`config.mk`:
```
export PLATFORM = sky130hd
export DESIGN_NAME = rmq_sqrt
export DESIGN_NICKNAME = d
export VERILOG_FILES = /design/src/hdl/rotation_matrix_to_quaternion_core_defines.svh /design/src/hdl/rmq_pkg.sv /design/src/hdl/rmq_sqrt.sv
export SDC_FILE = /design/constraint.sdc
export NUM_CORES = 1
export LEC_CHECK = 0
export BUFFER_PORTS_ARGS = -buffer_cell sky130_fd_sc_hd__buf_2
export CORE_ASPECT_RATIO = 0.8
export CORE_UTILIZATION = 65
export DETAILED_ROUTE_END_ITERATION = 16
export GPL_ROUTABILITY_DRIVEN = 0
export HOLD_SLACK_MARGIN = 0.05
export PLACE_DENSITY = 0.82
export SYNTH_ARGS = -nofsm -noshare
export SYNTH_HDL_FRONTEND = slang
export SYNTH_SLANG_ARGS = --single-unit
```
`constraint.sdc`:
```
create_clock -name i_clk -period 7.62 [get_ports i_clk]
set_clock_uncertainty 0.05 [all_clocks]
set_input_delay 0 -clock i_clk [delete_from_list [all_inputs] [get_ports i_clk]]
set_output_delay 0 -clock i_clk [all_outputs]
set_load 0.01 [all_outputs]
```
`src/hdl/rotation_matrix_to_quaternion_core_defines.svh`:
```
// Assertion macros shared by the rotation matrix to quaternion RTL.
// No dependencies; include by bare file name.
`ifndef ROTATION_MATRIX_TO_QUATERNION_CORE_DEFINES_SVH
`define ROTATION_MATRIX_TO_QUATERNION_CORE_DEFINES_SVH

// Implication checked while out of reset.
`define RMQ_ASSERT_IMPL(lbl, clk, rst_n, ante, cons) \
    lbl: assert property (@(posedge clk) disable iff (!rst_n) (ante) |-> (cons)) \
        else $error("rmq assertion failed");

// Next-cycle implication, also checked during reset.
`define RMQ_ASSERT_NEXT(lbl, clk, ante, cons) \
    lbl: assert property (@(posedge clk) (ante) |=> (cons)) \
        else $error("rmq assertion failed");

`endif

```
`src/hdl/rmq_pkg.sv`:
```
// Shared types and constants for the rotation matrix to quaternion core.
// No dependencies.
`default_nettype none

package rmq_pkg;

    localparam int FRAC_BITS_DEF = 14;
    localparam int DW            = 16;
    localparam int DIFF_W        = 18;

    typedef enum logic [1:0] {
        BR_TRACE,
        BR_X,
        BR_Y,
        BR_Z
    } t_branch;

    typedef struct packed {
        t_branch br;
        logic    inv;
    } t_side;

endpackage

`default_nettype wire

```
`src/hdl/rmq_sqrt.sv`:
```
// Pipelined integer square root of (arg << FRAC_BITS), one root bit per
// stage, with a sideband carried alongside. Depends on rmq_pkg.
`default_nettype none

module rmq_sqrt #(
    parameter int FRAC_BITS = rmq_pkg::FRAC_BITS_DEF,
    parameter int AW        = 19,
    parameter int SW        = 8,
    parameter int RW        = 16
) (
    input  logic          i_clk,
    input  logic          i_rst_n,
    input  logic          i_en,
    input  logic          i_vld,
    input  logic [AW-2:0] i_arg,
    input  logic [SW-1:0] i_side,
    output logic          o_vld,
    output logic [RW-1:0] o_root,
    output logic [SW-1:0] o_side
);
    import rmq_pkg::*;

    localparam int PW  = 2 * RW;
    localparam int RMW = RW + 3;

    logic          r_vld  [RW];
    logic [PW-1:0] r_n    [RW];
    logic [RMW-1:0] r_rem [RW];
    logic [RW-1:0] r_root [RW];
    logic [SW-1:0] r_side [RW];

    for (genvar g = 0; g < RW; g++) begin : g_stage
        logic           p_vld;
        logic [PW-1:0]  p_n;
        logic [RMW-1:0] p_rem;
        logic [RW-1:0]  p_root;
        logic [SW-1:0]  p_side;
        logic [RMW-1:0] rs, trial, n_rem;
        logic [RW-1:0]  n_root;
        logic           ge;

        if (g == 0) begin : g_first
            assign p_vld  = i_vld;
            assign p_n    = PW'(i_arg) << FRAC_BITS;
            assign p_rem  = '0;
            assign p_root = '0;
            assign p_side = i_side;
        end else begin : g_rest
            assign p_vld  = r_vld[g-1];
            assign p_n    = r_n[g-1];
            assign p_rem  = r_rem[g-1];
            assign p_root = r_root[g-1];
            assign p_side = r_side[g-1];
        end

        always_comb begin
            rs     = {p_rem[RMW-3:0], p_n[PW-1:PW-2]};
            trial  = RMW'({p_root, 2'b01});
            ge     = (rs >= trial);
            n_rem  = ge ? (rs - trial) : rs;
            n_root = {p_root[RW-2:0], ge};
        end

        always_ff @(posedge i_clk) begin
            if (!i_rst_n) begin
                r_vld[g] <= 1'b0;
            end else if (i_en) begin
                r_vld[g] <= p_vld;
            end
        end

        always_ff @(posedge i_clk) begin
            if (i_en) begin
                r_n[g]    <= p_n << 2;
                r_rem[g]  <= n_rem;
                r_root[g] <= n_root;
                r_side[g] <= p_side;
            end
        end
    end

    assign o_vld  = r_vld[RW-1];
    assign o_root = r_root[RW-1];
    assign o_side = r_side[RW-1];

endmodule

`default_nettype wire

```
**After elaboration in Yosys (flattened, before gate mapping)**

Memories as Yosys holds them, arrays and structs flattened.
Index checks and enable logic that the tools add are counted.

- Bits in writable memories: 1184
- Input bits: 30
- Memories kept: 5
- Memory bits (read-only): 0
- Bits in latches: 0
- Output and inout bits: 25
- Logic and storage cells: 90
- Register bits after elaboration: 0

Memories:

| memory | depth | bits a word | read ports | clocked after memory_dff | wr ports | line | source |
|---|---|---|---|---|---|---|---|
| r_n | 16 | 30 | 15 | 0 | 16 | rmq_sqrt.sv:27 | `logic [PW-1:0] r_n [RW];` |
| r_rem | 16 | 19 | 15 | 0 | 16 | rmq_sqrt.sv:28 | `logic [RMW-1:0] r_rem [RW];` |
| r_root | 16 | 16 | 16 | 0 | 16 | rmq_sqrt.sv:29 | `logic [RW-1:0] r_root [RW];` |
| r_side | 16 | 8 | 16 | 0 | 16 | rmq_sqrt.sv:30 | `logic [SW-1:0] r_side [RW];` |
| r_vld | 16 | 1 | 16 | 0 | 16 | rmq_sqrt.sv:26 | `logic r_vld [RW];` |

- Add/subtract/negate cells: 16
- Multipliers: 0
- Reduce and logical (&&, ||, !) cells: 0
- Bitwise logic cells: 16
- Divide/modulo/power cells: 0
- Order comparisons: 16
- Eq/ne operators: 0
- Shift-type cells: 0
- Muxes and demuxes: 37

Operators with widths:

| cell | count |
|---|---|
| $mux 19 | 16 |
| $ge 19x18->1 | 15 |
| $sub 19x18->19 | 15 |
| $mux 1 | 21 |
| $or 1x1->1 | 16 |
| $sub 2x1->3 const B | 1 |
| $ge 2x1->1 const B | 1 |

**Depth between registers and ports, before layout**

- Word-level depth: 4
- Gate-level depth with buffers: 12
- Gate-level depth less buffers: 11

**Least setup slack after synthesis**

Ideal clock, no wire load.

- Kind: register to register
- Start point: memory r_rem[6][1] (netlist bit)
- End point: memory r_rem[7][7] (netlist bit), data pin
- Buffers on the path: 1
- Path slack: 4.940 ns
- Clock period less this slack: 2.680 ns
- Library setup time: 0.260 ns
- Arrival time: 2.369 ns
- Stages on the path, launching flop included: 9
- Data required time: 7.310 ns
- Path through: edfxtp_1 > ha_1 > or3_4 > o221ai_2 > a211oi_1 > or3_4 > or3b_1 > buf_6 > mux2_4

RTL lines:

| what | line |
|---|---|
| start: declaration | rmq_sqrt.sv:28 |

==> impl_metrics.yaml <==
run_status:
  status: "completed"
synth:
  syn_area_per_cell_um2: 13.4
  ys_top_cells_by_area: "edfxtp_1 66%, ha_1 6.5%, xnor2_1 2.6%"
  yosys_register_bits: 583
  synth_top_cell_by_area: "edfxtp_1"
  yosysSeqAreaShare_pct: 65.7
  synth_cell_types: 78
  synth_edf_count: 582
  syn_nets: 2155
  synth_top_area_share_pct: 65.6
  synth_ff_type: "edfxtp_1"
  async_flop_share_pct: 0
  synth_common_cells: "582 x edfxtp_1, 173 x inv_1, 149 x nor2_1"
  synth.most_common_cell: "edfxtp_1"
  synth_cells: 1980
  yosys_warnings: 0
  netlist_area_um2: 26600
route:
  firstDrtPassIters: 5
  vias: 15600
  viasPerCell: 5.82
  drt_wl_total_um: 45200
  drtAntennaViolNets: 0
  drc_errors: 0
  post_drt_wl_per_cell_um: 16.8
  drt_iter0_drc: 1293
grt:
  grt_pass1_wl_um: 74700
  antenna_found_initial: 0
  use_met1_pct: 27.4
  grt_max_degree: 187
  met2_usage_pct: 39.0
  grt_use_met3_pct: 3.59
  grt_util_all_layers_pct: 21.8
  grt_overflow: 0
  top_usage_layer: "met2"
  grt_pass1_vias: 15800
sta:
  whs_ps: 78.4
  fin_crit_ps: 3160
  min_period_over_period_pct: 41.4
  grt_setup_unrepaired: "no"
  fmax_ghz: 0.317
  setup_viol: 0
  tns_ps: 0
  relSlewSlack_pct: 29.0
  slew_viol_final: 0
  finalHoldViolations: 0
  tightest_slew_ps: 1070
cts:
  clock_latency_ps: 580
  cts.sinks: 583
  numCtsBuffers: 54
  htree_num_levels: 2
  cts_setup_buffers: 0
  cts_tree: "built"
  cts_root_buf: "clkbuf_16"
  clkTransAtPathRegs_ps: 60
  cts_max_path_buffers: 3
finish:
  seq_area_um2: 17500
  multi_input_area_um2: 8350
  final_cells: 2686
  fin_nets: 2286
  antenna_cells: 0
  nFillCells: 2414
  final_layout_size_suffix_gt1_share_pct: 8.56
  syn_to_final_growth_pct: 11.3
critical_path:
  cp_top_family: "simple AND/OR/NAND/NOR gates"
  crit_slowest_cell: "or3b_1"
  cp_cell_sequence: "ha_1 -> or3_4 -> o221ai_2 -> a211oi_1 -> or3_4 -> or3b_1 -> mux2_4"
  crit_fanout: 23
  cp_common_cell: "or3_4"
  required_ps: 7910
  cp.arrival_ps: 3450
  worstSetupEndpointType: "flip-flop"
  cpPeakStageDelay_ps: 720
  crit_type: "reg -> reg"
  reg2reg_to: "r_rem[7][7]"
  worstPathBufferInverterCount: 0
  reg2reg_depth: 7
  worstSetupStartpointType: "flip-flop"
  reg2reg_from: "r_rem[6][1]"
  rrSetupSlack_ps: 4460
placement:
  hpwlAfterDp_um: 29700
  port_buffers: 54
  placed_cells: 2553
floorplan:
  dieArea_um2: 41800
  die_y_um: 183
  rows: 65
  die_x_um: 228
  ios: 55
  coreArea_um2: 39900
  start_util_pct: 66.7
hold_path:
  worstHoldStart: "i_arg[2]"
  hold_class: "in -> reg"
  holdPathStages: 2
  whs_endpoint: "r_n[0][16]"
flow_run:
  cap_viol_max_count: 0
pwr:
  peakVddDrop_uv: 191
  p_leak_nw: 11.5
  p_per_area_nw_per_um2: 269
## state kept, by name, indices dropped and copies added, names as in the netlist
register and cells:
r_n 72, r_rem 231, r_root 136, r_side 128, r_vld 16
## cells in the final DEF, fill, tap and decap left out, types with 13 or more instances in the layout
| master | instances |
|---|---|
| nand2_1 | 90 |
| nor2b_1 | 27 |
| nor2_1 | 149 |
| inv_1 | 173 |
| and3_1 | 25 |
| clkbuf_16 | 55 |
| o21a_1 | 29 |
| xnor2_1 | 79 |
| nand2b_1 | 25 |
| nand4_1 | 13 |
| clkinv_1 | 13 |
| a21oi_1 | 135 |
| dlygate4sd3_1 | 38 |
| nor3_1 | 55 |
| xor2_1 | 73 |
| buf_2 | 53 |
| ha_1 | 139 |
| mux2_2 | 31 |
| a21o_1 | 31 |
| nor4_1 | 23 |
| o21ai_0 | 77 |
| edfxtp_1 | 582 |
| nand3_1 | 25 |
## cell type report
type	count	area share (%)
sequential	583	59.1
timing repair buffer	101	2.54
tap	536	2.26
clock buffer	67	4.80
inverter	174	2.20
multi-input combinational	1197	28.2
clock inverter	28	0.963
## metal layers
layer	routed length [um]	vias to the layer above
met5	0	-
met4	1070	0
met3	2330	109
met2	22800	466
met1	19000	7486
li1	-	7565
## where the power goes
group	internal, mW	switching (mW)	total (mW)	leakage, nW
clock	1.52	1.11	2.63	0.832
combinational	0.523	0.660	1.18	5.13
sequential	3.96	0.185	4.14	5.55
## repair_timing
item	CTS	global route
hold endpoints to repair	147	0
gates resized for setup	0	0
hold buffers	38	0
## worst max path at each step
stage                start          end  slack, ps  cells after the start
6_report       r_rem[6][1]  r_rem[7][7]       4460                      7
5_1_grt        r_rem[6][1]  r_rem[7][7]       4330                      7
3_5_place_dp   r_rem[6][1]  r_rem[7][7]       4480                      7
3_3_place_gp   r_rem[6][1]  r_rem[7][7]       4540                      7
2_1_floorplan  r_rem[6][1]  r_rem[7][7]       4940                      8
4_1_cts        r_rem[6][1]  r_rem[7][7]       4470                      7
## cells by family (layout without fill, tap and decap cells)
group           count (synthesis)  after routing  synth area share (%)
compound gates                363            363                  8.45
xor+xnor                      152            152                  5.00
fa+ha+maj                     145            145                  6.98
buf+inv                       200            370                  2.92
flops                         583            583                  65.7
mux                            38             38                  1.59
other cells                     1              1                0.0141
simple gates                  498            498                  9.31
## through the flow
stage          utilization, %  setup slack [ps]  instance area (um^2)  power [mW]
3_3_place_gp             69.0              4540                 27500        5.25
2_1_floorplan               -              4940                 26600        4.99
3_5_place_dp             69.0              4480                 27500        5.34
6_report                 74.2              4460                 29600        7.96
4_1_cts                  74.2              4470                 29600        7.99
5_1_grt                  74.2              4330                 29600        8.29
(Power assumes the default switching activity.)
