<file path="src/hdl/rotation_matrix_to_quaternion_core_defines.svh">
// Assertion macros shared by the rotation matrix to quaternion RTL.
// No dependencies; include by bare file name.
`ifndef ROTATION_MATRIX_TO_QUATERNION_CORE_DEFINES_SVH
`define ROTATION_MATRIX_TO_QUATERNION_CORE_DEFINES_SVH

// Implication checked while out of reset.
`define RMQ_ASSERT_IMPL(lbl, clk, rst_n, ante, cons) \
    lbl: assert property (@(posedge clk) disable iff (!rst_n) (ante) |-> (cons)) \
        else $error("rmq assertion failed");

// Next-cycle implication, also checked during reset.
`define RMQ_ASSERT_NEXT(lbl, clk, ante, cons) \
    lbl: assert property (@(posedge clk) (ante) |=> (cons)) \
        else $error("rmq assertion failed");

`endif

</file>
<file path="src/hdl/rmq_pkg.sv">
// Shared types and constants for the rotation matrix to quaternion core.
// No dependencies.
`default_nettype none

package rmq_pkg;

    localparam int FRAC_BITS_DEF = 14;
    localparam int DW            = 16;
    localparam int DIFF_W        = 18;

    typedef enum logic [1:0] {
        BR_TRACE,
        BR_X,
        BR_Y,
        BR_Z
    } t_branch;

    typedef struct packed {
        t_branch br;
        logic    inv;
    } t_side;

endpackage

`default_nettype wire

</file>
<file path="src/hdl/rmq_front.sv">
// Front stage: trace, branch pick, square-root argument and the three
// off-diagonal sums or differences per branch. Depends on rmq_pkg.
`default_nettype none

module rmq_front #(
    parameter int FRAC_BITS = rmq_pkg::FRAC_BITS_DEF,
    parameter int AW        = 19
) (
    input  logic                              i_clk,
    input  logic                              i_rst_n,
    input  logic                              i_en,
    input  logic                              i_vld,
    input  logic signed [rmq_pkg::DW-1:0]     i_m00,
    input  logic signed [rmq_pkg::DW-1:0]     i_m01,
    input  logic signed [rmq_pkg::DW-1:0]     i_m02,
    input  logic signed [rmq_pkg::DW-1:0]     i_m10,
    input  logic signed [rmq_pkg::DW-1:0]     i_m11,
    input  logic signed [rmq_pkg::DW-1:0]     i_m12,
    input  logic signed [rmq_pkg::DW-1:0]     i_m20,
    input  logic signed [rmq_pkg::DW-1:0]     i_m21,
    input  logic signed [rmq_pkg::DW-1:0]     i_m22,
    output logic                              o_vld,
    output rmq_pkg::t_side                    o_side,
    output logic [AW-2:0]                     o_arg,
    output logic signed [rmq_pkg::DIFF_W-1:0] o_d0,
    output logic signed [rmq_pkg::DIFF_W-1:0] o_d1,
    output logic signed [rmq_pkg::DIFF_W-1:0] o_d2
);
    import rmq_pkg::*;

    localparam logic signed [AW-1:0] ONE = {{(AW-1){1'b0}}, 1'b1} << FRAC_BITS;

    logic signed [AW-1:0]     e00, e11, e22, tr, arg;
    logic signed [DIFF_W-1:0] d_a, d_b, d_c, d_xy, d_xz, d_yz;
    t_side                    n_side;
    logic signed [DIFF_W-1:0] n_d0, n_d1, n_d2;

    logic                     r_vld;
    t_side                    r_side;
    logic [AW-2:0]            r_arg;
    logic signed [DIFF_W-1:0] r_d0, r_d1, r_d2;

    always_comb begin
        e00  = AW'(i_m00);
        e11  = AW'(i_m11);
        e22  = AW'(i_m22);
        tr   = e00 + e11 + e22;
        d_a  = DIFF_W'(i_m21) - DIFF_W'(i_m12);
        d_b  = DIFF_W'(i_m02) - DIFF_W'(i_m20);
        d_c  = DIFF_W'(i_m10) - DIFF_W'(i_m01);
        d_xy = DIFF_W'(i_m01) + DIFF_W'(i_m10);
        d_xz = DIFF_W'(i_m02) + DIFF_W'(i_m20);
        d_yz = DIFF_W'(i_m12) + DIFF_W'(i_m21);
        if (tr > 0) begin
            n_side.br = BR_TRACE;
            arg       = ONE + tr;
        end else if (i_m00 > i_m11 && i_m00 > i_m22) begin
            n_side.br = BR_X;
            arg       = ONE + e00 - e11 - e22;
        end else if (i_m11 > i_m22) begin
            n_side.br = BR_Y;
            arg       = ONE + e11 - e00 - e22;
        end else begin
            n_side.br = BR_Z;
            arg       = ONE + e22 - e00 - e11;
        end
        n_side.inv = (arg <= 0);
        case (n_side.br)
            BR_TRACE: begin
                n_d0 = d_a; n_d1 = d_b;  n_d2 = d_c;
            end
            BR_X: begin
                n_d0 = d_a; n_d1 = d_xy; n_d2 = d_xz;
            end
            BR_Y: begin
                n_d0 = d_b; n_d1 = d_xy; n_d2 = d_yz;
            end
            default: begin
                n_d0 = d_c; n_d1 = d_xz; n_d2 = d_yz;
            end
        endcase
    end

    always_ff @(posedge i_clk) begin
        if (!i_rst_n) begin
            r_vld <= 1'b0;
        end else if (i_en) begin
            r_vld <= i_vld;
        end
    end

    always_ff @(posedge i_clk) begin
        if (i_en) begin
            r_side <= n_side;
            r_arg  <= arg[AW-2:0];
            r_d0   <= n_d0;
            r_d1   <= n_d1;
            r_d2   <= n_d2;
        end
    end

    assign o_vld  = r_vld;
    assign o_side = r_side;
    assign o_arg  = r_arg;
    assign o_d0   = r_d0;
    assign o_d1   = r_d1;
    assign o_d2   = r_d2;

endmodule

`default_nettype wire

</file>
<file path="config.mk">
export PLATFORM = sky130hd
export DESIGN_NAME = rmq_front
export DESIGN_NICKNAME = d
export VERILOG_FILES = /design/src/hdl/rotation_matrix_to_quaternion_core_defines.svh /design/src/hdl/rmq_pkg.sv /design/src/hdl/rmq_front.sv
export SDC_FILE = /design/constraint.sdc
export NUM_CORES = 1
export LEC_CHECK = 0
export BUFFER_PORTS_ARGS = -buffer_cell sky130_fd_sc_hd__buf_2
export CAP_MARGIN = 20
export CELL_PAD_IN_SITES_DETAIL_PLACEMENT = 1
export CELL_PAD_IN_SITES_GLOBAL_PLACEMENT = 1
export CORE_MARGIN = 3
export CORE_UTILIZATION = 49
export CTS_CLUSTER_DIAMETER = 80
export DETAILED_ROUTE_END_ITERATION = 8
export PLACE_DENSITY_LB_ADDON = 0.25
export SLEW_MARGIN = 20
export SYNTH_ARGS = -nofsm -noshare
export SYNTH_HDL_FRONTEND = slang
export SYNTH_SLANG_ARGS = --single-unit
</file>
<file path="constraint.sdc">
create_clock -name i_clk -period 16.8 [get_ports i_clk]
set_clock_uncertainty 0.05 [all_clocks]
set_input_delay 1.68 -clock i_clk [delete_from_list [all_inputs] [get_ports i_clk]]
set_output_delay 1.68 -clock i_clk [all_outputs]
set_load 0.03 [all_outputs]
</file>
* Yosys cells after proc, flatten, opt, wreduce, memory -nomap -nowiden *
Index checks and enable logic that the tools add are counted.

word-level totals
  register bits = 76
  output and inout port bits = 76

operators by class
  add/sub/neg operators = 18
  order comparisons = 5
  equality and inequality tests = 2
  mux-type cells = 9
  reduce and logical (&&, ||, !) cells = 4

operators with widths
  cell                                                                    count
  18-bit one-hot mux with 2 select lines                                  3
  16-bit by 16-bit adder with 17-bit output                               4
  19-bit two-way mux                                                      3
  18-bit by 16-bit subtractor with 19-bit output                          3
  17-bit by 16-bit subtractor with 18-bit output                          3
  16-bit by 16-bit adder with 17-bit output, first input constant         3
  16-bit by 16-bit subtractor with 17-bit output                          3
  16-bit > comparator                                                     3
  16-bit by 18-bit adder with 19-bit output, first input constant         1
  19-bit by 1-bit <= comparator with 1-bit output, second input constant  1
  17-bit by 16-bit adder with 18-bit output                               1
  18-bit by 1-bit > comparator with 1-bit output, second input constant   1
  2-bit two-way mux                                                       2
  2-bit OR reduction                                                      2
  2-bit by 1-bit equality test with 1-bit output, second input constant   1
  2-bit equality test, second input constant                              1
  2-bit logical NOT                                                       1
  1-bit logical AND                                                       1
  1-bit two-way mux                                                       1

* Depth between registers and ports, before layout *
  word-level depth = 7
  depth in mapped cells = 26
  mapped depth without buffers = 22

* Worst setup path after synthesis *
OpenSTA, ideal clock, no wires.

  path kind = in2reg
  from = input i_m00[1] (netlist bit)
  to = register r_d1[15] (netlist: o_d1[15]) (data pin)
  library setup time = 261 ps
  arrival time = 6284 ps
  required time = 16489 ps
  setup slack = 10205 ps
  stages on the path = 23
  path buffers = 4
  cell sequence = inv_1 -> fa_1 -> inv_1 -> ha_1 -> fa_1 -> a21o_1 -> a221o_1 -> o211ai_1 -> a21oi_1 -> and3_1 -> o31ai_1 -> ha_1 -> inv_1 -> o41ai_2 -> buf_4 -> buf_4 -> buf_2 -> o31ai_1 -> ha_1 -> inv_1 -> clkbuf_1 -> nor2_1 -> a221o_1

on the way
  cells in the longest elaborated chain, start to end = 7

ends and longest elaborated chain
  element                                                                                       line                              RTL
  start: declaration                                                                            rmq_front.sv:13                   input logic signed [rmq_pkg::DW-1:0] i_m00,
  16-bit by 16-bit adder with 17-bit output / 16-bit > comparator (equally long branches)       rmq_front.sv:47, rmq_front.sv:57
  17-bit by 16-bit adder with 18-bit output / 1-bit logical AND (equally long branches)         rmq_front.sv:47, rmq_front.sv:57
  18-bit by 1-bit > comparator with 1-bit output / 2-bit two-way mux (equally long branches)    rmq_front.sv:54, rmq_front.sv:57
  2-bit two-way mux *                                                                           rmq_front.sv:54                   if (tr > 0) begin
  2-bit by 1-bit equality test with 1-bit output / 2-bit equality test (equally long branches)  rmq_front.sv:68                   case (n_side.br)
  2-bit OR reduction (no line)                                                                  n/a
  18-bit one-hot mux with 2 select lines *                                                      rmq_front.sv:68
  via n_d1[15]                                                                                  rmq_front.sv:36                   logic signed [DIFF_W-1:0] n_d0, n_d1, n_d2;
  end signal: assignment                                                                        rmq_front.sv:97                   r_d1 <= n_d1;
  end: declaration                                                                              rmq_front.sv:41                   logic signed [DIFF_W-1:0] r_d0, r_d1, r_d2;

The timed path passes the listed nets; every way through them passes the cells marked *.
A chain may end at the register's enable or synchronous reset.

* Worst setup path after layout *
Same ends and word-level chain as after synthesis.

==> report_table.html <==
<table>
<tr><th>Metric</th><th>Value</th></tr>
<tr><th colspan="2">Run status</th></tr>
<tr><td>Outcome</td><td>finished, final reports clean</td></tr>
<tr><th colspan="2">Global routing</th></tr>
<tr><td>Largest net degree at the start of global routing</td><td>74</td></tr>
<tr><td>Wire length of the first global-routing pass</td><td>72600 um</td></tr>
<tr><td>Overall global routing resource usage</td><td>0.293</td></tr>
<tr><td>Total congestion overflow</td><td>0</td></tr>
<tr><td>Antenna violations before repair</td><td>6</td></tr>
<tr><td>Via count of the first global-routing pass</td><td>13400</td></tr>
<tr><th colspan="2">Floorplan</th></tr>
<tr><td>Die W</td><td>178 um</td></tr>
<tr><td>Total core area</td><td>29000 sq um</td></tr>
<tr><td>Die span in y</td><td>178 um</td></tr>
<tr><td>Std cell rows</td><td>62</td></tr>
<tr><td>Starting density of the core</td><td>0.502</td></tr>
<tr><td>Top Ports</td><td>224</td></tr>
<tr><td>Die Footprint</td><td>31800 sq um</td></tr>
<tr><th colspan="2">Route</th></tr>
<tr><td>Final ANT Viol Nets</td><td>0</td></tr>
<tr><td>Remaining routing DRC violations</td><td>0</td></tr>
<tr><td>Routed Wire Length</td><td>47500 um</td></tr>
<tr><td>WL/cell</td><td>21.2 um</td></tr>
<tr><td>First-iteration detailed-routing DRC count</td><td>894</td></tr>
<tr><td>Via Count</td><td>13100</td></tr>
<tr><td>Router iterations before antenna repair</td><td>5</td></tr>
<tr><td>Via density per instance</td><td>5.83</td></tr>
<tr><th colspan="2">Clock network</th></tr>
<tr><td>Latest clock arrival within the worst-skew pair</td><td>0.35 ns</td></tr>
<tr><td>Resized Gates After CTS</td><td>0</td></tr>
<tr><td>Root cell of the clock tree</td><td>clkbuf_16</td></tr>
<tr><td>H-tree depth</td><td>3</td></tr>
<tr><td>Register clock-pin slew on the reported worst setup and hold paths</td><td>0.06 ns</td></tr>
<tr><td>Hold-fix buffers at CTS</td><td>0</td></tr>
<tr><td>Clock tree from TritonCTS</td><td>yes</td></tr>
<tr><td>Maximum buffer depth of the clock tree</td><td>2</td></tr>
<tr><td>Clock buffers created by TritonCTS</td><td>9</td></tr>
<tr><td>Setup Fix Bufs, Post-CTS</td><td>0</td></tr>
<tr><td>Total number of clock tree sinks</td><td>73</td></tr>
<tr><th colspan="2">Layout</th></tr>
<tr><td>Area growth syn-to-layout</td><td>11.9%</td></tr>
<tr><td>Post-layout util</td><td>0.561</td></tr>
<tr><td>Post-route cell area</td><td>16300 sq um</td></tr>
<tr><td>Proportion of layout cells with a drive suffix above 1</td><td>0.146</td></tr>
<tr><td>Fill count</td><td>3551</td></tr>
<tr><td>Final net count</td><td>2376</td></tr>
<tr><th colspan="2">STA</th></tr>
<tr><td>Total count of max-transition violations in the final report</td><td>0</td></tr>
<tr><td>Measured slew at the worst slew-check pin</td><td>1.02 ns</td></tr>
<tr><td>Minimum clock period after layout</td><td>7.66 ns</td></tr>
<tr><td>Summed negative setup slack over all endpoints</td><td>0 ns</td></tr>
<tr><td>F_max</td><td>0.131 GHz</td></tr>
<tr><td>Final period utilization</td><td>0.456</td></tr>
<tr><td>Number of failing setup endpoints in the final timing report</td><td>0</td></tr>
<tr><td>Slew HR</td><td>0.323</td></tr>
<tr><td>RSZ-0062 raised after global routing</td><td>no</td></tr>
<tr><td>Number of hold violations in the final report</td><td>0</td></tr>
<tr><th colspan="2">Synthesis</th></tr>
<tr><td>Prevailing post-synth register cell</td><td>edfxtp_1</td></tr>
<tr><td>Proportion of synthesized chip area in sequential cells</td><td>0.150</td></tr>
<tr><td>Simple-Gate Fraction of Synth Area</td><td>0.116</td></tr>
<tr><td>Share of async-settable or async-resettable flops after synthesis</td><td>0</td></tr>
<tr><td>Number of warning messages in the yosys log</td><td>0</td></tr>
<tr><td>Top cells by instance count after synthesis</td><td>300 x ha_1, 226 x inv_1, 129 x a21oi_1</td></tr>
<tr><td>Cells taking the most area after synthesis</td><td>ha_1 26%, edfxtp_1 15%, fa_1 10%, inv_1 5.8%, xnor2_1 5.6%</td></tr>
<tr><td>Mux share of post-synthesis cell area</td><td>0.0229</td></tr>
<tr><td>Area fraction in compound gates after synthesis</td><td>0.202</td></tr>
<tr><td>Post-Syn Area per Cell</td><td>8.74 sq um</td></tr>
<tr><td>Number of flops mapped to enable cells by yosys</td><td>72</td></tr>
<tr><td>Post-synthesis share of cell area spent on full adders, half adders and majority gates</td><td>0.360</td></tr>
<tr><td>Post-synthesis share of cell area spent on xor and xnor gates</td><td>0.0758</td></tr>
<tr><td>Netlist area before placement</td><td>14600 sq um</td></tr>
<tr><td>Post-synthesis net count</td><td>2188</td></tr>
<tr><td>Main combinational cell family by area after synthesis</td><td>adder cells</td></tr>
<tr><td>Number of synthesized register bits</td><td>73</td></tr>
<tr><td>Netlist cell types</td><td>73</td></tr>
<tr><td>Cells after synthesis</td><td>1666</td></tr>
<tr><td>Area share of the largest cell type after synthesis</td><td>0.258</td></tr>
<tr><td>Top-count cell post-synth</td><td>ha_1</td></tr>
<tr><td>Cell type with the largest total area after synthesis</td><td>ha_1</td></tr>
<tr><th colspan="2">Place</th></tr>
<tr><td>Detailed Place HPWL</td><td>40600 um</td></tr>
<tr><td>Port Buffer Count</td><td>223</td></tr>
<tr><td>Routability congestion estimate</td><td>0.912</td></tr>
<tr><td>Total placed instance area</td><td>16000 sq um</td></tr>
<tr><th colspan="2">Critical path</th></tr>
<tr><td>Sort of element at the start of the critical path</td><td>input pin</td></tr>
<tr><td>Capturing element type of the critical path</td><td>register</td></tr>
<tr><td>Top fanout value on the critical path</td><td>58</td></tr>
<tr><td>Crit path arrival time</td><td>7.82 ns</td></tr>
<tr><td>Worst endpoint required time</td><td>16.96 ns</td></tr>
<tr><td>Category of the critical setup timing path</td><td>input pin to register</td></tr>
<tr><th colspan="2">Worst hold path</th></tr>
<tr><td>Tightest Hold Check Type</td><td>register to register</td></tr>
<tr><th colspan="2">Power and ir drop</th></tr>
<tr><td>PwrDens</td><td>97.2 nW/um^2</td></tr>
<tr><td>P_leak</td><td>8.05 nW</td></tr>
<tr><td>Largest voltage drop on the vdd net</td><td>0.0000690 V</td></tr>
<tr><td>Total power draw</td><td>1.58 mW</td></tr>
<tr><th colspan="2">Run</th></tr>
<tr><td>Number of max-cap violations</td><td>0</td></tr>
</table>
[sequential cells by signal (all words and copies together), names as in the netlist]
register  count
o_d2         17
o_vld         1
o_d1         17
o_side        3
o_arg        18
o_d0         17
[metal layers]
metal,global-route usage,up-vias,part of all wire
li1,-,6186,-
met1,0.428,6447,0.48
met2,0.462,388,0.44
met3,0.0428,61,0.060
met4,0.0594,8,0.018
met5,0,-,0.0011
[cell type report]
type                    instances  area, sq um  share of cell area
multi-input cells            1313        11300               0.695
clock buffers                  10          229              0.0141
clock inverters                 6         58.8             0.00361
well taps                     384          480              0.0295
inverters                     228          856              0.0525
flip-flops and latches         73         2180               0.134
diodes                          2         5.00            0.000307
repair buffers                229         1160              0.0714
[through the flow]
stage	std cells	hold WS (ns)	worst slack [ns]
after global routing	2244	0.541	8.77
final	2245	0.507	9.14
after global placement	2227	0.445	9.19
after detailed placement	2227	0.494	8.92
after floorplan	1666	0.590	10.20
after CTS	2243	0.512	9.26
[worst max-delay path, cell delays in order]
cell	delay (ns)
buf_2	0.13
inv_1	0.10
fa_1	0.54
inv_1	0.04
ha_1	0.23
fa_1	0.43
a21o_1	0.20
a21o_1	0.23
o211ai_1	0.35
a21oi_1	0.17
and3_1	0.23
o21ai_0	0.24
o31ai_1	0.15
ha_1	0.20
inv_1	0.09
o41ai_4	0.09
nand2_1	0.08
buf_4	0.31
clkinv_1	0.71
ha_2	0.56
buf_4	0.32
nand2b_1	0.25
nor4_1	0.31
a221o_1	0.17
[where the power goes]
group	internal, mW	switching [mW]
registers	0.284	0.0308
logic	0.396	0.681
clock network	0.114	0.0773
total	0.794	0.789
[cell usage in the layout (no fill, tap or decap), types with 10 or more instances in the layout]
master,Yosys,final
a211oi_1,18,18
a21o_1,31,31
a21oi_1,129,129
a221oi_1,34,34
a31oi_1,12,12
and3_1,17,17
buf_2,7,222
edfxtp_1,72,72
fa_1,74,74
ha_1,300,299
inv_1,226,226
mux2_2,10,10
mux2i_1,22,22
nand2_1,72,72
nand2b_1,17,17
nand3_1,25,25
nor2_1,109,108
nor2b_1,31,31
nor3_1,25,25
nor4_1,10,10
o21a_1,13,13
o21ai_0,58,58
o21bai_1,27,27
o22ai_1,10,10
o31ai_1,12,12
or3_1,13,13
xnor2_1,93,93
xor2_1,33,33
[kinds of logic (layout without fill, tap and decap cells)]
family | after synthesis | after routing
xor gates and xnor gates | 126 | 126
AOI/OAI and AO/OA | 434 | 434
other | 0 | 2
muxes | 32 | 32
adders and majority gates | 374 | 374
and+or+nand+nor | 347 | 347
buffers and inverters | 280 | 473
DFF | 73 | 73
[path summary, 6_finish.rpt]
path / start / to / slack, ns / cells after the start
worst min register to register: o_vld$_SDFFE_PN0P_ / o_vld$_SDFFE_PN0P_ / 0.51 / 2
worst max register to register: o_vld$_SDFFE_PN0P_ / o_vld$_SDFFE_PN0P_ / 16.12 / 2
worst min-delay path: o_vld$_SDFFE_PN0P_ / o_vld$_SDFFE_PN0P_ / 0.51 / 2
worst max-delay path: i_m00[1] / o_d1[15]$_DFFE_PP_ / 9.14 / 24
Power figures use the tool's default switching activity.
