===== config.mk =====
export PLATFORM = sky130hd
export DESIGN_NAME = rmq_div
export DESIGN_NICKNAME = d
export VERILOG_FILES = /design/src/hdl/rotation_matrix_to_quaternion_core_defines.svh /design/src/hdl/rmq_pkg.sv /design/src/hdl/rmq_div.sv
export SDC_FILE = /design/constraint.sdc
export NUM_CORES = 1
export LEC_CHECK = 0
export BUFFER_PORTS_ARGS = -buffer_cell sky130_fd_sc_hd__buf_2
export CELL_PAD_IN_SITES_DETAIL_PLACEMENT = 1
export CELL_PAD_IN_SITES_GLOBAL_PLACEMENT = 2
export CORE_ASPECT_RATIO = 1.25
export CORE_UTILIZATION = 40
export CTS_CLUSTER_SIZE = 8
export DETAILED_ROUTE_END_ITERATION = 8
export PLACE_DENSITY_LB_ADDON = 0.15
export SYNTH_ARGS = -nofsm -noshare
export SYNTH_HDL_FRONTEND = slang
export SYNTH_SLANG_ARGS = --single-unit
export TNS_END_PERCENT = 50

===== constraint.sdc =====
create_clock -name i_clk -period 3.3 [get_ports i_clk]
set_input_delay 0.165 -clock i_clk [delete_from_list [all_inputs] [get_ports i_clk]]
set_output_delay 0.165 -clock i_clk [all_outputs]
set_load 0.005 [all_outputs]

===== src/hdl/rotation_matrix_to_quaternion_core_defines.svh =====
// Assertion macros shared by the rotation matrix to quaternion RTL.
// No dependencies; include by bare file name.
`ifndef ROTATION_MATRIX_TO_QUATERNION_CORE_DEFINES_SVH
`define ROTATION_MATRIX_TO_QUATERNION_CORE_DEFINES_SVH

// Implication checked while out of reset.
`define RMQ_ASSERT_IMPL(lbl, clk, rst_n, ante, cons) \
    lbl: assert property (@(posedge clk) disable iff (!rst_n) (ante) |-> (cons)) \
        else $error("rmq assertion failed");

// Next-cycle implication, also checked during reset.
`define RMQ_ASSERT_NEXT(lbl, clk, ante, cons) \
    lbl: assert property (@(posedge clk) (ante) |=> (cons)) \
        else $error("rmq assertion failed");

`endif


===== src/hdl/rmq_pkg.sv =====
// Shared types and constants for the rotation matrix to quaternion core.
// No dependencies.
`default_nettype none

package rmq_pkg;

    localparam int FRAC_BITS_DEF = 14;
    localparam int DW            = 16;
    localparam int DIFF_W        = 18;

    typedef enum logic [1:0] {
        BR_TRACE,
        BR_X,
        BR_Y,
        BR_Z
    } t_branch;

    typedef struct packed {
        t_branch br;
        logic    inv;
    } t_side;

endpackage

`default_nettype wire


===== src/hdl/rmq_div.sv =====
// Pipelined rounded divide d * ONE / (2r) with 16-bit saturation:
// one setup stage, then one quotient bit per stage. Depends on rmq_pkg.
`default_nettype none

module rmq_div #(
    parameter int FRAC_BITS = rmq_pkg::FRAC_BITS_DEF,
    parameter int RW        = 16
) (
    input  logic                              i_clk,
    input  logic                              i_rst_n,
    input  logic                              i_en,
    input  logic                              i_vld,
    input  logic signed [rmq_pkg::DIFF_W-1:0] i_d,
    input  logic [RW-1:0]                     i_root,
    output logic                              o_vld,
    output logic signed [rmq_pkg::DW-1:0]     o_q
);
    import rmq_pkg::*;

    localparam int NUMW = ((17 + FRAC_BITS > RW) ? 17 + FRAC_BITS : RW) + 1;
    localparam int CW   = ((NUMW > RW + DW) ? NUMW : RW + DW) + 1;
    localparam int NST  = DW;

    logic              r_vld [NST+1];
    logic              r_neg [NST+1];
    logic [CW-1:0]     r_rem [NST+1];
    logic [RW:0]       r_den [NST+1];
    logic [DW-1:0]     r_q   [NST+1];

    logic [DIFF_W-1:0] mag;
    logic              ovf;
    logic [DW-1:0]     qmag;

    assign mag = i_d[DIFF_W-1] ? DIFF_W'(-i_d) : DIFF_W'(i_d);

    always_ff @(posedge i_clk) begin
        if (!i_rst_n) begin
            r_vld[0] <= 1'b0;
        end else if (i_en) begin
            r_vld[0] <= i_vld;
        end
    end

    always_ff @(posedge i_clk) begin
        if (i_en) begin
            r_neg[0] <= i_d[DIFF_W-1];
            r_rem[0] <= (CW'(mag) << FRAC_BITS) + CW'(i_root);
            r_den[0] <= {i_root, 1'b0};
            r_q[0]   <= '0;
        end
    end

    for (genvar s = 1; s <= NST; s++) begin : g_step
        logic [CW-1:0] dsh;
        logic          ge;

        assign dsh = CW'(r_den[s-1]) << (NST - s);
        assign ge  = (r_rem[s-1] >= dsh);

        always_ff @(posedge i_clk) begin
            if (!i_rst_n) begin
                r_vld[s] <= 1'b0;
            end else if (i_en) begin
                r_vld[s] <= r_vld[s-1];
            end
        end

        always_ff @(posedge i_clk) begin
            if (i_en) begin
                r_neg[s] <= r_neg[s-1];
                r_rem[s] <= ge ? (r_rem[s-1] - dsh) : r_rem[s-1];
                r_den[s] <= r_den[s-1];
                r_q[s]   <= {r_q[s-1][DW-2:0], ge};
            end
        end
    end

    // Top quotient bit set means the magnitude reached 2^15: saturate.
    always_comb begin
        ovf  = r_q[NST][DW-1];
        qmag = {1'b0, r_q[NST][DW-2:0]};
        if (r_neg[NST]) begin
            o_q = ovf ? $signed({1'b1, {(DW-1){1'b0}}}) : $signed(-qmag);
        end else begin
            o_q = ovf ? $signed({1'b0, {(DW-1){1'b1}}}) : $signed(qmag);
        end
    end

    assign o_vld = r_vld[NST];

endmodule

`default_nettype wire


# Yosys cells after proc, flatten, opt, wreduce, memory -nomap -nowiden
# Memories as Yosys holds them, arrays and structs flattened.
# Cells that the tools add are included.
# word_totals
n_memories,5
input_bits,38
out_inout_bits,17
ramBits,1156
register_bits,0
# mem_list
name,depth,width,rd,rd_clocked_by_memory_dff,write_ports,line_no,source
r_rem,17,33,16,0,17,rmq_div.sv:26,logic [CW-1:0] r_rem [NST+1];
r_den,17,17,16,0,17,rmq_div.sv:27,logic [RW:0] r_den [NST+1];
r_q,17,16,17,0,17,rmq_div.sv:28,logic [DW-1:0] r_q [NST+1];
r_neg,17,1,17,0,17,rmq_div.sv:25,logic r_neg [NST+1];
r_vld,17,1,17,0,17,rmq_div.sv:24,logic r_vld [NST+1];
# classes
bitwise,17
n_addsub,19
muxes,42
n_lt_le_gt_ge,16
# op_table
cell,count
two-way mux 33 bit,16
adder 32 x 16 -> 33 bit,1
>= comparator 33 x 17 -> 1 bit,1
>= comparator 33 x 18 -> 1 bit,1
>= comparator 33 x 19 -> 1 bit,1
>= comparator 33 x 20 -> 1 bit,1
>= comparator 33 x 21 -> 1 bit,1
>= comparator 33 x 22 -> 1 bit,1
>= comparator 33 x 23 -> 1 bit,1
>= comparator 33 x 24 -> 1 bit,1
>= comparator 33 x 25 -> 1 bit,1
>= comparator 33 x 26 -> 1 bit,1
>= comparator 33 x 27 -> 1 bit,1
>= comparator 33 x 28 -> 1 bit,1
>= comparator 33 x 29 -> 1 bit,1
>= comparator 33 x 30 -> 1 bit,1
>= comparator 33 x 31 -> 1 bit,1
>= comparator 33 x 32 -> 1 bit,1
subtractor 33 x 17 -> 33 bit,1
subtractor 33 x 18 -> 33 bit,1
subtractor 33 x 19 -> 33 bit,1
subtractor 33 x 20 -> 33 bit,1
subtractor 33 x 21 -> 33 bit,1
subtractor 33 x 22 -> 33 bit,1
17 further kinds,55

# Longest topological paths before layout
# Gate-level depths: netlist of the first run.
# depth
ltp_word,4
ltp_mapped,14
mapped_depth_nobuf,12

# Least setup slack after synthesis of the first run
# Ideal clock, no wire load.
# synth_path
path_type,reg-to-reg
from,mem r_rem[0][432] (netlist name)
to,mem r_rem[0][491] (netlist name) (data pin)
t_arrival_ns,2.880
path_buffers,0
path_slack_ns,0.163
stages_incl_launch_ff,13
setup_ns,0.258
path_cell_list,edfxtp_1 -> inv_1 -> ha_1 -> inv_1 -> fa_1 -> a21o_1 -> a21oi_1 -> o21ai_0 -> a31oi_1 -> o221ai_1 -> a211oi_1 -> nand4b_1 -> xnor2_1
# synth_lines
item,line_no
start: declaration,rmq_div.sv:26

==> out/metrics.cfg, run 1 <==
[layout]
final_common_cell=edfxtp_1
layout_common_cells=807 x edfxtp_1, 319 x inv_1, 254 x a21oi_1, 254 x ha_1, 250 x buf_4
instances_no_fill=5638
diodes=0
syn_to_final_growth_pct=17.85
fin_nets=4487
register_area_um2=24250
multi_input_area_um2=18290
drive_above_1_share_pct=14.33
nFillCells=11370

[route]
wl_um=119200
first_pass_iters=7
ant_nets=0
viasPerCell=5.355
drc=0
route.vias.total=30190
drt-initial-drc-count=1382
routedWlPerCell_um=21.14

[floorplanning]
die_h_um=371.6
die_w_um=297.6
initial_core_util_pct=40.36
io-pin-count=55
dieArea_um2=110600
rows=135
core_area_um2=108300

[job]
maxCapViolations=0

[critical_path]
arrival_ns=3.73
path_buf_inv=1
cpMostUsedCell=nand4_1
cp.required_ns=3.77
crit_fanout=13
r2r_start=r_rem[0][444]
slowest_stage=or4_4
end_kind=flop
crit_family=simple AND/OR/NAND/NOR gates
crit_path_start_kind=flop
critPathMaxStageDelay_ns=0.60
crit_path_cell_trace=ha_4, and2_1, nand4_1, or4_4, nand4_1, a21o_1, a21oi_2, buf_4, or4_1, a32o_1
crit_type=flop to flop
cp-startpoint=r_rem[0][444]

[clock_tree]
cts_buffers=111
cts.clk_slew.worst_paths_ns=0.05
clock_sinks=808
cts-root-buf=clkbuf_16
cts_tree=yes
clk-insertion-delay-late_ns=0.72
cts_max_path_buffers=3
htree_levels=3

[power_and_ir_drop]
peakVddDrop_v=0.0004686
power.density_nw_per_um2=806.1
p_leak_uw=0.01997
power_uw=41510

[grt]
grt_pass1_wl_um=185300
grt_antenna_before_repair=0
grt_pass1_vias=31930
grt.total_usage_pct=21.60
grt_max_degree=124
grt_overflow_total=0

[timing]
slew_violations=0
min_period_over_period_pct=98.85
fmax_mhz=306.6
worst_clock_skew_ns=0.03568
hold_viol=0
worst_pin_slew_ns=0.7611
max_slew_margin_pct=49.26
setup_viol=0
rsz0062_at_grt=true
period_minus_slack_ns=3.262

[placed_design]
dp_cells=5450
io_buffer_count=54
dpl.hpwl_um=90820
place_congestion=0.8494

[synthesis]
synth_area_um2=43700
synth_seq_area_share_pct=55.50
synth_cell_type_count=87
async_reset_ff_share_pct=0
avgSynthCellArea_um2=11.59
synth_edf_count=807
yosys_warnings=0
ys.flop_type=edfxtp_1
synth-seq-cells=808
syn_nets=4083
syn_inst=3770

[hold_path]
hold_class=primary input to flop
holdCritStartpoint=i_d[13]

[status]
status=complete, no violations

[logic make-up after synthesis]
logic type      count (synthesis)  share of synthesized area, %
mux                            65                         1.655
compound gates                857                         12.27
xor+xnor                      322                         6.453
flops                         808                         55.50
buf+inv                       395                         3.484
fa+ha+maj                     275                         8.148
simple gates                 1047                         12.49
other cells                     1                      0.008581
[power by group]
group	leakage [uW]	switching, uW	internal [uW]
sequential	0.00779	1940	14400
combinational	0.0107	8050	6800
clock	0.00147	4280	6070
total	0.0200	14300	27300
[cells in the mapped netlist, drive strengths merged, types with 34 or more instances]
cell,number,area [um^2]
a21oi,263,1320
nor4,59,390.4
nor3,84,436.7
nand4,46,287.8
a21o,86,645.6
clkbuf,52,195.2
nor2,243,914.6
and3,41,256.5
or3,34,217.7
inv,324,1216
nand2b,66,412.9
ha,259,3241
xnor2,177,1550
nand2,230,863.3
nor2b,49,306.5
xor2,145,1270
nand3,66,330.3
o21a,50,375.4
o21ai,223,1116
mux2,58,653.1
edfxtp,807,24230
[per-stage QoR]
| step | TNS (ns) | area (um^2) | setup slack (ns) | hold slack, ns | util, % |
|---|---|---|---|---|---|
| global route | -0.4776 | 51500 | -0.06015 | 0.1313 | 47.57 |
| detailed placement | -5.284 | 47660 | -0.3506 | 0.3437 | 44.02 |
| finish | 0 | 51500 | 0.03802 | 0.08793 | 47.57 |
| floorplan | 0 | 43700 | 0.1628 | 0.2639 | - |
| CTS | 0 | 51150 | 0.004190 | 0.02293 | 47.24 |
| global placement | -3.722 | 47660 | -0.3077 | 0.3414 | 44.02 |
[final timing paths]
check,endpoint,slack [ns],cells after the start
setup / recovery,r_rem[0][486],0.04,10
setup reg to reg,r_rem[0][486],0.04,10
hold / removal,r_rem[0][28],0.09,5
hold reg to reg,r_neg[0][12],0.41,0
[worst min-delay path, stage by stage]
cell	delay [ns]
buf_2	0.12
o21ai_0	0.09
nand2_1	0.08
xnor2_1	0.09
xnor2_1	0.16
[registers in the layout (all words and copies together), names as in the netlist]
register	count
r_neg	17
r_rem	528
r_q	136
r_den	110
r_vld	17
[layer usage]
layer / vias to the layer above / GRT usage, % / part of all wire, %
met4: 0 / 6.453 / 2.4
li1: 14760 / - / -
met3: 154 / 2.472 / 2.3
met5: - / 0 / 0
met1: 14920 / 25.41 / 42
met2: 357 / 40.86 / 53
[repair_timing]
item | in CTS | in global routing
pin swaps | 2 | 19
endpoints found under the hold margin | 96 | 0
setup buffers | 3 | 8
hold buffers | 38 | 0
setup endpoints to repair | 46 | 142
cloned | 0 | 0
resized for setup | 12 | 62
[cell type report]
class                   count  share of cell area, %
clock buffers             132                  5.629
well taps                1438                  3.494
clock inverters             7                 0.2527
inverters                 324                  2.361
multi-input cells        2567                  35.52
flip-flops and latches    808                  47.09
repair buffers            362                  5.653
No activity file was read; power rests on OpenSTA's default activity.
==> inputs of run 2 (changes only) <==
--- a/config.mk
+++ b/config.mk
@@ -5,11 +5,12 @@
 export SDC_FILE = /design/constraint.sdc
 export NUM_CORES = 1
 export LEC_CHECK = 0
+export ABC_AREA = 1
 export BUFFER_PORTS_ARGS = -buffer_cell sky130_fd_sc_hd__buf_2
 export CELL_PAD_IN_SITES_DETAIL_PLACEMENT = 1
 export CELL_PAD_IN_SITES_GLOBAL_PLACEMENT = 2
 export CORE_ASPECT_RATIO = 1.25
-export CORE_UTILIZATION = 40
+export CORE_UTILIZATION = 37
 export CTS_CLUSTER_SIZE = 8
 export DETAILED_ROUTE_END_ITERATION = 8
 export PLACE_DENSITY_LB_ADDON = 0.15
==> out/metrics.cfg, run 2 <==
[synthesis]
synth_area_um2=48840
yosysMostFrequentCell=nand2_1
synth_top_area_share_pct=49.62
yosys_warnings=0
synth_seq_area_share_pct=49.66
yosys.area.top_type=edfxtp_1
avgSynthCellArea_um2=8.669
synth_common_cells=1577 x nand2_1, 807 x edfxtp_1, 754 x inv_1
synth_edf_count=807
ys.flop_type=edfxtp_1
syn_inst=5634
async_reset_ff_share_pct=0
yosys-top-cells-area=edfxtp_1 50%, nand2_1 12%, ha_1 6.6%
syn_nets=5947
synth-seq-cells=808
synth_cell_type_count=54

[critical_path]
cp.required_ns=3.72
arrival_ns=3.48
reg2reg_depth=14
crit_path_start_kind=flop
cp.depth=14
path_buf_inv=4
crit_type=flop to flop
crit_fanout=21
critPathMaxStageDelay_ns=0.45
slowest_stage=fa_1
end_kind=flop
crit_family=adder cells
crit_path_cell_trace=inv_1, ha_1, fa_1, inv_1, nand3_1, nand2_1, nand2_1, nand2_2, inv_1, o21ai_2, nand2_1, nand3_2, buf_4, o21ai_0

[clock_tree]
clock_sinks=808
cts_buffers=113
post-cts-setup-buffers=0
clk-insertion-delay-late_ns=0.75
cts.clk_slew.worst_paths_ns=0.05
cts_max_path_buffers=3
cts_tree=yes
htree_levels=3
cts-root-buf=clkbuf_16

[layout]
fin_util_pct=42.16
drive_above_1_share_pct=6.181
layout_common_cells=1577 x nand2_1, 807 x edfxtp_1, 754 x inv_1
top_register=r_rem
syn_to_final_growth_pct=12.69
top_regs=r_rem x528, r_q x136, r_den x110
design_area_um2=55040
fin_nets=6157
largest_reg_flops=528
final_common_cell=nand2_1

[floorplanning]
core_area_um2=130600
die_h_um=408.2
dieArea_um2=133500
die_w_um=327.0
initial_core_util_pct=37.41
rows=148
io-pin-count=55

[route]
ant_nets=0
drc=0
routedWlPerCell_um=20.36
first_pass_iters=7
drt-initial-drc-count=2001
route.vias.total=38700
viasPerCell=5.093
wl_um=154700

[power_and_ir_drop]
p_switching_uw=17820
p_int_uw=26580
seqPwrFrac_pct=36.8
p_comb_share_pct=39.3
clkPwrFrac_pct=24.0
power.density_nw_per_um2=806.8
peakVddDrop_v=0.0004338
swShare_pct=40.13
p_leak_uw=0.02340

[timing]
setup_ws_ns=0.2394
setup_tns_ns=0
worst_pin_slew_ns=1.101
fmax_mhz=326.7
min_period_over_period_pct=92.74
max_slew_margin_pct=26.40
hold_viol=0
worst_clock_skew_ns=0.07459
slew_violations=0
period_minus_slack_ns=3.061
setup_viol=0
rsz0062_at_grt=false

[grt]
grt_pass1_wl_um=240100
grt_max_degree=109
grt_pass1_vias=41310
grt.total_usage_pct=23.26
grt_overflow_total=0
grt_antenna_before_repair=1

[hold_path]
hold_class=primary input to flop
hold_depth=4

[placed_design]
io_buffer_count=54
preCtsSetupSlack_ns=0.1534
dpl_cell_area_um2=51560
dpl.hpwl_um=124000
place_congestion=0.8913

[job]
maxCapViolations=0

[status]
status=complete, no violations

-- run 2: cell count changes after synthesis, sizes merged, moves of 39 or more --
cell / change
nor2b: -48
inv: +439
mux2: -58
nor2: +350
nand3: +217
nand3b: +39
nand4: +70
a21oi: +94
a21o: -61
nand2: +1354
clkbuf: -46
xnor2: -86
nand2b: -63
-- run 2: logic make-up after synthesis --
kind of cell / after synthesis / share of synthesized area (%)
buffers and inverters: 822 / 6.740
XOR/XNOR: 230 / 4.124
AND/OR/NAND/NOR: 2789 / 24.07
AO/OA/AOI/OAI: 709 / 8.108
other: 1 / 0.007678
adder cells (fa/ha/maj): 275 / 7.291
flip-flops: 808 / 49.66
-- run 2: layout make-up --
cell class / count / area (um^2)
fill: 15450 / 75510
sequential: 808 / 24250
multi-input combinational: 4004 / 21310
clock buffer: 132 / 2930
inverter: 764 / 2868
tap: 1725 / 2158
timing repair buffer: 153 / 1324
clock inverter: 12 / 193.9
antenna: 1 / 2.502
-- run 2: timing repair --
item	4_1_cts	5_1_grt
setup endpoints to repair	0	1
hold buffers	35	0
gates resized for setup	0	1
hold endpoints to repair	50	0
-- run 2: power by group through the flow --
stage	registers (uW)	logic [uW]	clock network (uW)
final	16300	17400	10700
after global routing	16500	19800	11300
after CTS	16400	17600	11000
after detailed placement	16500	17400	0
after global placement	16500	17300	0
after floorplan	15300	12500	0
-- run 2: metal layers --
layer	GRT usage, %	up-vias	wire, um
li1	-	19230	-
met1	28.25	18700	66430
met2	42.40	534	79410
met3	2.308	242	4027
met4	8.097	0	4857
met5	0	-	0
-- run 2: per-stage QoR --
| step | hold WS, ns | cells | total power, uW |
|---|---|---|---|
| finish | 0.05097 | 7599 | 44400 |
| global route | 0.09131 | 7599 | 47580 |
| CTS | 0.01120 | 7598 | 44950 |
| detailed placement | 0.3433 | 7419 | 33960 |
| global placement | 0.3423 | 7419 | 33820 |
| floorplan | 0.2639 | 5634 | 27780 |
-- run 2: final timing paths --
check | slack, ns | from | end
worst max-delay path | 0.24 | r_rem[0][304] | r_rem[0][338]
worst min-delay path | 0.05 | i_d[9] | r_rem[0][23]
worst max register to register | 0.24 | r_rem[0][304] | r_rem[0][338]
worst min register to register | 0.40 | r_q[0][133] | r_q[0][150]
-- run 2: worst min-delay path, cell delays in order --
cell	delay, ns
buf_2	0.10
nand2_1	0.05
nand2_1	0.19
xnor2_1	0.18
